**src/rtl/core/ulrm_pkg.sv**
```systemverilog
// Package with shared types and constants of the UART loopback register model.
package ulrm_pkg;

  localparam int FIFO_DEPTH_DEF = 64;

  typedef enum logic [2:0] {
    MODE_READ   = 3'd0,
    MODE_WRITE  = 3'd1,
    MODE_TICK   = 3'd2,
    MODE_APPEND = 3'd3,
    MODE_DRAIN  = 3'd4
  } mode_t;

  typedef enum logic [1:0] {
    RESP_OK       = 2'd0,
    RESP_BUS      = 2'd1,
    RESP_DISABLED = 2'd2
  } resp_t;

  localparam logic [2:0] SEL_TXDATA  = 3'd0;
  localparam logic [2:0] SEL_RXDATA  = 3'd1;
  localparam logic [2:0] SEL_STATUS  = 3'd2;
  localparam logic [2:0] SEL_CTRL    = 3'd3;
  localparam logic [2:0] SEL_BAUDDIV = 3'd4;

  localparam int CTRL_ENABLE_BIT = 0;

  localparam logic CFG_LOOP_LATENCY = 1'b0;
  localparam logic CFG_STUCK_FAULT  = 1'b1;

  typedef struct packed {
    logic [31:0] rdata;
    resp_t       resp;
    logic        irq;
    logic        stall;
    logic        last;
    logic        use_mem;
  } res_t;

endpackage

```
**src/rtl/core/ulrm_ctrl.sv**
```systemverilog
// Register file, countdown, FIFO pointers and per-item decode of the UART loopback.
module ulrm_ctrl #(
  parameter int FIFO_DEPTH = ulrm_pkg::FIFO_DEPTH_DEF,
  parameter int ADDR_W     = (FIFO_DEPTH > 1) ? $clog2(FIFO_DEPTH) : 1,
  parameter int LVL_W      = $clog2(FIFO_DEPTH + 1)
) (
  input  logic               clk,
  input  logic               rst_n,
  input  logic               accept,
  input  logic [2:0]         mode,
  input  logic [2:0]         reg_select,
  input  logic [31:0]        write_data,
  input  logic               burst_last,
  input  logic               cfg_wr,
  input  logic               cfg_sel,
  input  logic [31:0]        cfg_wdata,
  output logic [31:0]        cfg_rdata,
  output ulrm_pkg::res_t     res,
  output logic [LVL_W-1:0]   rx_level,
  output logic [LVL_W-1:0]   rec_level,
  output logic               mem_wr_en,
  output logic [ADDR_W-1:0]  mem_wr_addr,
  output logic [7:0]         mem_wr_data,
  output logic               mem_rd_en,
  output logic [ADDR_W-1:0]  mem_rd_addr
);
  import ulrm_pkg::*;

  logic [15:0]       loop_latency_r;
  logic              stuck_fault_r;
  logic [31:0]       ctrl_word_r, ctrl_word_nxt;
  logic [31:0]       baud_r, baud_nxt;
  logic [7:0]        tx_byte_r, tx_byte_nxt;
  logic [7:0]        rx_byte_r, rx_byte_nxt;
  logic [15:0]       busy_r, busy_nxt;
  logic              rx_ready_r, rx_ready_nxt;
  logic [LVL_W-1:0]  rec_count_r, rec_count_nxt;
  logic [ADDR_W-1:0] rx_head_r, rx_head_nxt;
  logic [LVL_W-1:0]  rx_count_r, rx_count_nxt;
  logic              push;
  logic [7:0]        push_data;
  logic              pop;
  logic              wr_ok;
  logic              rd_ok;
  logic [LVL_W:0]    tail_sum;
  logic [LVL_W:0]    tail_pos;

  assign tail_sum = (LVL_W+1)'(rx_head_r) + (LVL_W+1)'(rx_count_r);
  assign tail_pos = (tail_sum >= (LVL_W+1)'(FIFO_DEPTH)) ?
                    tail_sum - (LVL_W+1)'(FIFO_DEPTH) : tail_sum;

  always_comb begin
    ctrl_word_nxt = ctrl_word_r;
    baud_nxt      = baud_r;
    tx_byte_nxt   = tx_byte_r;
    rx_byte_nxt   = rx_byte_r;
    busy_nxt      = busy_r;
    rx_ready_nxt  = rx_ready_r;
    rec_count_nxt = rec_count_r;
    rx_head_nxt   = rx_head_r;
    rx_count_nxt  = rx_count_r;
    push          = 1'b0;
    push_data     = 8'd0;
    pop           = 1'b0;
    wr_ok         = 1'b0;
    rd_ok         = 1'b0;
    res           = '0;
    res.resp      = RESP_OK;
    unique case (mode_t'(mode))
      MODE_READ: begin
        unique case (reg_select)
          SEL_RXDATA: begin
            res.rdata    = {24'd0, rx_byte_r};
            rx_ready_nxt = 1'b0;
          end
          SEL_STATUS: begin
            res.rdata = {29'd0, rx_ready_r, busy_r == 16'd0, busy_r != 16'd0};
          end
          SEL_CTRL:    res.rdata = ctrl_word_r;
          SEL_BAUDDIV: res.rdata = baud_r;
          default:     res.resp  = RESP_BUS;
        endcase
      end
      MODE_WRITE: begin
        unique case (reg_select)
          SEL_TXDATA: begin
            if (!ctrl_word_r[CTRL_ENABLE_BIT]) begin
              res.stall = 1'b1;
              res.resp  = RESP_DISABLED;
            end else begin
              tx_byte_nxt = write_data[7:0];
              busy_nxt    = (loop_latency_r == 16'd0) ? 16'd1 : loop_latency_r;
            end
          end
          SEL_CTRL:    ctrl_word_nxt = write_data;
          SEL_BAUDDIV: baud_nxt      = write_data;
          default:     res.resp      = RESP_BUS;
        endcase
      end
      MODE_TICK: begin
        if (busy_r != 16'd0 && !stuck_fault_r) begin
          busy_nxt = busy_r - 16'd1;
          if (busy_r == 16'd1) begin
            rx_byte_nxt  = tx_byte_r;
            rx_ready_nxt = 1'b1;
            push         = 1'b1;
            push_data    = tx_byte_r;
            res.irq      = 1'b1;
          end
        end
      end
      MODE_APPEND: begin
        push      = 1'b1;
        push_data = write_data[7:0];
        res.last  = burst_last;
      end
      MODE_DRAIN: begin
        pop      = 1'b1;
        res.last = burst_last;
      end
      default: res.resp = RESP_BUS;
    endcase
    if (push) begin
      if (rec_count_r < LVL_W'(FIFO_DEPTH)) begin
        rec_count_nxt = rec_count_r + 1'b1;
      end
      if (rx_count_r < LVL_W'(FIFO_DEPTH)) begin
        wr_ok        = 1'b1;
        rx_count_nxt = rx_count_r + 1'b1;
      end
    end
    if (pop && rx_count_r != '0) begin
      rd_ok        = 1'b1;
      res.use_mem  = 1'b1;
      rx_count_nxt = rx_count_r - 1'b1;
      rx_head_nxt  = (rx_head_r == ADDR_W'(FIFO_DEPTH - 1)) ? '0 : rx_head_r + 1'b1;
    end
  end

  always_ff @(posedge clk) begin
    if (!rst_n) begin
      loop_latency_r <= '0;
      stuck_fault_r  <= 1'b0;
    end else if (cfg_wr) begin
      if (cfg_sel == CFG_LOOP_LATENCY) begin
        loop_latency_r <= cfg_wdata[15:0];
      end else begin
        stuck_fault_r <= cfg_wdata[0];
      end
    end
  end

  always_ff @(posedge clk) begin
    if (!rst_n) begin
      ctrl_word_r <= '0;
      baud_r      <= '0;
      tx_byte_r   <= '0;
      rx_byte_r   <= '0;
      busy_r      <= '0;
      rx_ready_r  <= 1'b0;
      rec_count_r <= '0;
      rx_head_r   <= '0;
      rx_count_r  <= '0;
    end else if (accept) begin
      ctrl_word_r <= ctrl_word_nxt;
      baud_r      <= baud_nxt;
      tx_byte_r   <= tx_byte_nxt;
      rx_byte_r   <= rx_byte_nxt;
      busy_r      <= busy_nxt;
      rx_ready_r  <= rx_ready_nxt;
      rec_count_r <= rec_count_nxt;
      rx_head_r   <= rx_head_nxt;
      rx_count_r  <= rx_count_nxt;
    end
  end

  assign cfg_rdata   = (cfg_sel == CFG_STUCK_FAULT) ? {31'd0, stuck_fault_r}
                                                    : {16'd0, loop_latency_r};
  assign rx_level    = rx_count_nxt;
  assign rec_level   = rec_count_nxt;
  assign mem_wr_en   = accept & wr_ok;
  assign mem_wr_addr = ADDR_W'(tail_pos);
  assign mem_wr_data = push_data;
  assign mem_rd_en   = accept & rd_ok;
  assign mem_rd_addr = rx_head_r;

  assert property (@(posedge clk) disable iff (!rst_n)
    rx_count_r <= LVL_W'(FIFO_DEPTH))
    else $error("RX FIFO count exceeds depth.");

  assert property (@(posedge clk) disable iff (!rst_n)
    !(mem_wr_en && mem_rd_en))
    else $error("One item both pushed and popped the RX FIFO.");

  assert property (@(posedge clk) disable iff (!rst_n)
    accept && res.irq |=> rx_ready_r && busy_r == 16'd0)
    else $error("Loopback did not leave RX valid and the countdown idle.");

endmodule

```
**config.mk**
```make
export PLATFORM = sky130hd
export DESIGN_NAME = ulrm_ctrl
export DESIGN_NICKNAME = d
export VERILOG_FILES = /design/src/rtl/core/ulrm_pkg.sv /design/src/rtl/core/ulrm_ctrl.sv
export SDC_FILE = /design/constraint.sdc
export NUM_CORES = 1
export LEC_CHECK = 0
export BUFFER_PORTS_ARGS = -buffer_cell sky130_fd_sc_hd__clkbuf_2
export CAP_MARGIN = 10
export CORE_MARGIN = 2
export CORE_UTILIZATION = 58
export CTS_CLUSTER_SIZE = 16
export DETAILED_ROUTE_END_ITERATION = 16
export PLACE_DENSITY = 0.92
export SKIP_CTS_REPAIR_TIMING = 1
export SLEW_MARGIN = 20
export SYNTH_ARGS = -nofsm -noshare
export SYNTH_HDL_FRONTEND = slang
export SYNTH_SLANG_ARGS = --single-unit
```
**constraint.sdc**
```tcl
create_clock -name clk -period 4 [get_ports clk]
set_input_delay 0.8 -clock clk [delete_from_list [all_inputs] [get_ports clk]]
set_output_delay 0.8 -clock clk [all_outputs]
set_load 0.05 [all_outputs]
```
## After elaboration in Yosys (flattened, before gate mapping)

Cells that the tools add are included.

| cells by class | value |
|---|---|
| add/sub/neg operators | 7 |
| equal/unequal tests | 15 |
| order comparisons | 3 |
| reductions and logical operators | 24 |
| muxes and demuxes | 38 |
| bitwise operators | 3 |

Operators by type and width:

| operator | number |
|---|---|
| 32-bit one-hot mux with 4 select lines | 1 |
| 16-bit two-way mux | 5 |
| 7-bit two-way mux | 5 |
| 16-bit zero test | 2 |
| 32-bit two-way mux | 1 |
| 16-bit one-hot mux with 2 select lines | 1 |
| 16-bit by 1-bit == test with 1-bit output (second input constant) | 1 |
| 8-bit two-way mux | 2 |
| 8-bit one-hot mux with 2 select lines | 1 |
| 16-bit nonzero test | 1 |
| 16-bit by 1-bit subtractor with 16-bit output (second input constant) | 1 |
| 1-bit two-way mux | 15 |
| 7-bit by 1-bit adder with 7-bit output (second input constant) | 2 |
| 7-bit less-than comparator (second input constant) | 2 |
| 3-bit by 2-bit == test with 1-bit output (second input constant) | 4 |
| 6-bit two-way mux | 2 |
| 5-bit AND reduction | 2 |
| 6-bit by 7-bit adder with 8-bit output | 1 |
| 8-bit by 7-bit >= comparator with 1-bit output (second input constant) | 1 |
| 4-bit AND reduction | 2 |
| 7-bit nonzero test | 1 |
| 7-bit by 1-bit subtractor with 7-bit output (second input constant) | 1 |
| 6-bit by 1-bit adder with 6-bit output (second input constant) | 1 |
| 3-bit by 1-bit == test with 1-bit output (second input constant) | 2 |
| 20 further kinds | 33 |

| word-level totals | value |
|---|---|
| output and inout port bits | 106 |
| register bits after elaboration | 134 |

## Logic depth before layout (Yosys ltp)

| depth | value |
|---|---|
| depth after elaboration | 6 |
| mapped depth | 8 |
| mapped depth without buffers | 8 |

## Worst setup path before layout

Ideal clock, no wire load.

| path | value |
|---|---|
| path kind | in2out |
| start | input port mode[2] |
| end | output port rec_level[5] |
| data arrival time | 2.841 ns |
| buffers on the path | 2 |
| stages on the path | 7 |
| path slack | 0.359 ns |
| cell sequence | buf_6 > nand2b_2 > buf_2 > nor2_1 > a21oi_2 > nor4_1 > xor2_1 |

| on the way | value |
|---|---|
| longest elaborated chain between the ends | 3 |
| elaborated cells between the ends (all ways) | 4 |

RTL lines:

| what | line | source |
|---|---|---|
| start, declared | ulrm_ctrl.sv:10 | `input logic [2:0] mode,` |
| 3-bit by 2-bit == test with 1-bit output | ulrm_ctrl.sv:69 | `unique case (mode_t'(mode))` |
| 1-bit one-hot mux with 2 select lines * | ulrm_ctrl.sv:69 |  |
| 7-bit two-way mux * | ulrm_ctrl.sv:123 | `if (push) begin` |
| end, declared | ulrm_ctrl.sv:20 | `output logic [LVL_W-1:0] rec_level,` |

Every way passes the cells marked *; elsewhere a longest branch is shown, timed or not.

## Worst setup path after layout

| path | value |
|---|---|
| start | register busy_r[0] |
| end | output port rec_level[5] |

| on the way | value |
|---|---|
| longest elaborated chain between the ends | 5 |
| elaborated cells between the ends (all ways) | 7 |

RTL lines:

| what | line | source |
|---|---|---|
| start, declared | ulrm_ctrl.sv:35 | `logic [15:0] busy_r, busy_nxt;` |
| start signal, assigned | ulrm_ctrl.sv:169 | `busy_r <= busy_nxt;` |
| 16-bit by 1-bit == test with 1-bit output / 16-bit nonzero test (equally long branches) | ulrm_ctrl.sv:103, ulrm_ctrl.sv:101 |  |
| 1-bit two-way mux / 1-bit logical AND (equally long branches) | ulrm_ctrl.sv:103, ulrm_ctrl.sv:101 |  |
| 1-bit two-way mux * | ulrm_ctrl.sv:101 | `if (busy_r != 16'd0 && !stuck_fault_r) begin` |
| 1-bit one-hot mux with 2 select lines * | ulrm_ctrl.sv:69 |  |
| 7-bit two-way mux * | ulrm_ctrl.sv:123 |  |

Marks and branches as above.

==> metrics.json <==
{
  "ys_async_sr_fraction": {"value": 0, "unit": "%"},
  "timing.reg2reg.setup_slack": {"value": 1.63, "unit": "ns"},
  "min_delay_worst_endpoint": {"value": "ctrl_word_r[17]"},
  "grt_start_max_net_pins": {"value": 128},
  "cts-root-to-sink-buffers": {"value": 2},
  "tritoncts_clock_tree": {"value": "done"},
  "detail-route-antenna-nets": {"value": 0},
  "switchingPower": {"value": 0.837, "unit": "mW"},
  "hp-class": {"value": "reg -> reg"},
  "grt.total_usage": {"value": 29.6, "unit": "%"},
  "totalWireLength": {"value": 19400, "unit": "um"},
  "power.share.clock": {"value": 48.8, "unit": "%"},
  "setup_viol": {"value": 0},
  "hp-start": {"value": "ctrl_word_r[17]"},
  "ys.flop_type": {"value": "dfxtp_1"},
  "finalHoldViolCount": {"value": 0},
  "synthToLayoutAreaGrowth": {"value": 17.2, "unit": "%"},
  "drt_pre_antenna_iters": {"value": 6},
  "cts_made_buffers": {"value": 17},
  "power.combinational.fraction": {"value": 9.2, "unit": "%"},
  "cts_htree_levels": {"value": 4},
  "row_count": {"value": 40},
  "placed_cells": {"value": 1216},
  "timing.hold.worst_path_depth": {"value": 2},
  "synth-edff-count": {"value": 0},
  "postLayoutSetupSlackWorst": {"value": 0.201, "unit": "ns"},
  "critical_path.max_stage_delay": {"value": 0.52, "unit": "ns"},
  "fillers": {"value": 964},
  "outcome": {"value": "finished clean"},
  "gp_congestion": {"value": 0.883},
  "regArea": {"value": 2680, "unit": "um2"},
  "startpoint_type": {"value": "flop"},
  "worst-path-max-fanout": {"value": 9},
  "drtIter0Drc": {"value": 710},
  "drt-vias-per-instance": {"value": 5.82},
  "fin_cells": {"value": 1248},
  "power.density_cell_area": {"value": 382, "unit": "nW/um2"},
  "die-area": {"value": 13400, "unit": "um2"},
  "reg_clk_slew_reported_paths": {"value": 0.06, "unit": "ns"},
  "net_sw_share": {"value": 25.8, "unit": "%"},
  "leakage": {"value": 3.41, "unit": "nW"},
  "fin_total_pwr": {"value": 3.24, "unit": "mW"},
  "clock_sink_count": {"value": 134},
  "final_min_period": {"value": 3.80, "unit": "ns"},
  "max-cap-violations": {"value": 0},
  "slew_at_the_pin_closest_to_its_max_slew_limit": {"value": 0.972, "unit": "ns"},
  "avgSynthCellArea": {"value": 7.50, "unit": "um2"},
  "drt_drc_violations_left": {"value": 0},
  "synth-seq-area-share": {"value": 37.0, "unit": "%"},
  "critical_path.reg2reg.endpoint": {"value": "rx_byte_r[1]"},
  "coreArea": {"value": 12100, "unit": "um2"},
  "crit-reg2reg-launch": {"value": "busy_r[0]"},
  "unrepaired_setup_endpoints_after_global_routing": {"value": "false"},
  "path_class": {"value": "reg -> out"},
  "route.detailed.wl_per_inst": {"value": 15.6, "unit": "um"},
  "worst-endpoint-arrival": {"value": 3.00, "unit": "ns"},
  "intPower": {"value": 2.41, "unit": "mW"},
  "number_of_global_route_vias_before_repair": {"value": 6551},
  "cp_data_required_time": {"value": 3.20, "unit": "ns"},
  "final_nets": {"value": 1157},
  "dp_slack": {"value": 0.338, "unit": "ns"},
  "antenna_found_initial": {"value": 0},
  "timing_max_transition_violations_final": {"value": 0},
  "cts.root.buffer_cell": {"value": "clkbuf_16"},
  "final_util": {"value": 70.1, "unit": "%"},
  "fin_setup_tns": {"value": 0, "unit": "ns"},
  "post_route_cells_drive_above_1_share": {"value": 20.5, "unit": "%"},
  "syn-cell-area": {"value": 7240, "unit": "um2"},
  "clk_latency": {"value": 0.43, "unit": "ns"},
  "vias": {"value": 7266},
  "vdd_drop_max": {"value": 0.000328, "unit": "V"},
  "diodes": {"value": 0},
  "max-slew-margin-rel": {"value": 35.0, "unit": "%"},
  "pwr-share-seq": {"value": 42.0, "unit": "%"},
  "reg2regPathDepth": {"value": 7},
  "timing.critical_path.slowest_stage_cell": {"value": "or4b_4"},
  "yosysUniqueCellTypes": {"value": 71},
  "die_height": {"value": 116, "unit": "um"},
  "maximum_clock_frequency": {"value": 263, "unit": "MHz"},
  "grt_pass1_wl": {"value": 31500, "unit": "um"},
  "multi_input_comb_area": {"value": 4070, "unit": "um2"},
  "final.period_utilization": {"value": 95.0, "unit": "%"},
  "critical_path.endpoint_type": {"value": "output port"},
  "dp_hpwl": {"value": 12500, "unit": "um"},
  "postSynthRegisterBits": {"value": 134},
  "horizontal_extent_of_the_die": {"value": 116, "unit": "um"},
  "initial_core_util": {"value": 59.8, "unit": "%"},
  "ios": {"value": 182},
  "grt_overflow": {"value": 0},
  "postSynthCellCount": {"value": 965},
  "max_clock_skew": {"value": 0.00782, "unit": "ns"},
  "placement.io_buffers": {"value": 149},
  "ordered_cell_list_for_the_critical_path": {"value": "inv_1 > ha_1 > or4b_4 > nor2_2 > a21oi_2 > nor4_1 > xor2_1 > clkbuf_2"},
  "synthesis.yosys.warnings": {"value": 0}
}
[registers in the layout, indices dropped and copies added (netlist names)]
name            count
rx_ready_r          1
mem_rd_addr         6
baud_r             32
rec_count_r         7
ctrl_word_r        32
rx_byte_r           8
stuck_fault_r       1
tx_byte_r           8
busy_r             16
rx_count_r          7
loop_latency_r     16
[through the flow]
stage                     hold WS [ns]  cell area [um2]
after global routing             0.471             8490
after CTS                        0.454             8480
after floorplan                  0.432             7300
after detailed placement         0.446             7880
after global placement           0.441             7880
final                            0.453             8490
[critical path: cells and delay by family, from the launching register on]
family | cells | cell delay, ns
compound gates | 1 | 0.18
xor+xnor | 1 | 0.17
fa+ha+maj | 1 | 0.23
buf+inv | 2 | 0.38
flops | 1 | 0.42
simple gates | 3 | 1.19
[cell usage in the layout, fill, tap and decap left out, types with 9 or more instances in the layout]
cell,netlist,final
nand2_1,217,217
clkbuf_2,0,149
dfxtp_1,134,134
a21oi_1,132,132
nor2_1,86,86
a22oi_1,35,35
nor2b_1,20,19
o21ai_0,19,18
clkbuf_16,0,17
conb_1,1,16
nor4_1,14,14
nor3_1,14,14
xor2_1,14,14
inv_1,14,13
mux2i_1,13,13
nand3_1,13,13
ha_1,13,13
buf_4,18,13
or3_1,11,11
a21o_1,9,9
[routing by layer]
| metal | share of wire (%) | track usage [%] |
|---|---|---|
| met4 | 3.4 | 14.8 |
| met1 | 41 | 38.4 |
| met5 | 0 | 0 |
| met3 | 9.2 | 7.22 |
| met2 | 46 | 46.1 |
[synthesized netlist by cell type (2+ instances only)]
library cell  instances  area share, %
and4_1                2           0.24
buf_4                18            1.9
and2_1                3           0.26
buf_2                 7           0.48
nor4_1               14            1.2
nand4b_1              3           0.36
ha_1                 13            2.2
a211o_1               2           0.24
a21oi_2               2           0.24
nand4_1               6           0.52
a22oi_1              35            3.6
a22o_1                8           0.97
dfxtp_1             134             37
buf_1                 4           0.21
clkbuf_1             58            3.0
mux2_2                2           0.31
nor3b_1               3           0.31
or3b_2                2           0.24
nand2b_1              6           0.52
a21oi_1             132            9.1
clkbuf_8              4           0.76
buf_6                 3           0.47
nand3_1              13           0.90
nand3b_1              6           0.62
o211ai_1              5           0.52
o2111ai_1             3           0.36
nor2b_1              20            1.7
mux2i_1              13            1.8
o21ai_0              19            1.3
or3_1                11           0.95
nor3_1               14           0.97
xor2_1               14            1.7
o22ai_1               2           0.17
o31ai_1               7           0.73
and3_1                2           0.17
or4_1                 3           0.31
nor2_1               86            4.5
nor4_4                3           0.88
xnor2_1               7           0.85
a31oi_1               4           0.35
o32ai_1               5           0.60
inv_1                14           0.73
a21o_1                9           0.93
nand2_1             217             11
[cell type report]
class | instances | area share [%]
Clock buffer | 21 | 5.66
Sequential cell | 134 | 31.6
Multi-Input combinational cell | 736 | 48.0
Tap cell | 168 | 2.48
Inverter | 15 | 0.678
Timing Repair Buffer | 163 | 10.2
Clock inverter | 11 | 1.45
[power groups by stage]
stage / sequential [mW] / combinational, mW / clock, mW
3_3_place_gp: 1.39 / 0.287 / 0
2_1_floorplan: 1.38 / 0.230 / 0
6_report: 1.36 / 0.297 / 1.58
5_1_grt: 1.36 / 0.320 / 1.66
4_1_cts: 1.36 / 0.295 / 1.59
3_5_place_dp: 1.39 / 0.291 / 0
[worst max-delay path by stage]
stage                   start            to  slack (ns)
floorplan             mode[2]  rec_level[5]        0.36
global placement      mode[0]  rec_level[5]        0.36
detailed placement    mode[0]  rec_level[5]        0.34
CTS                 busy_r[0]  rec_level[5]        0.22
global route        busy_r[0]  rec_level[1]        0.08
finish              busy_r[0]  rec_level[5]        0.20
[kinds of logic after synthesis]
| kind of cell | after synthesis | share of synthesized area [%] |
|---|---|---|
| AND/OR/NAND/NOR | 424 | 27.2 |
| AO/OA/AOI/OAI | 246 | 20.8 |
| flip-flops | 134 | 37.0 |
| buffers and inverters | 110 | 7.67 |
| XOR/XNOR | 21 | 2.54 |
| multiplexers | 15 | 2.11 |
| adder cells (fa/ha/maj) | 14 | 2.52 |
| other | 1 | 0.0518 |
Power figures use the tool's default switching activity.
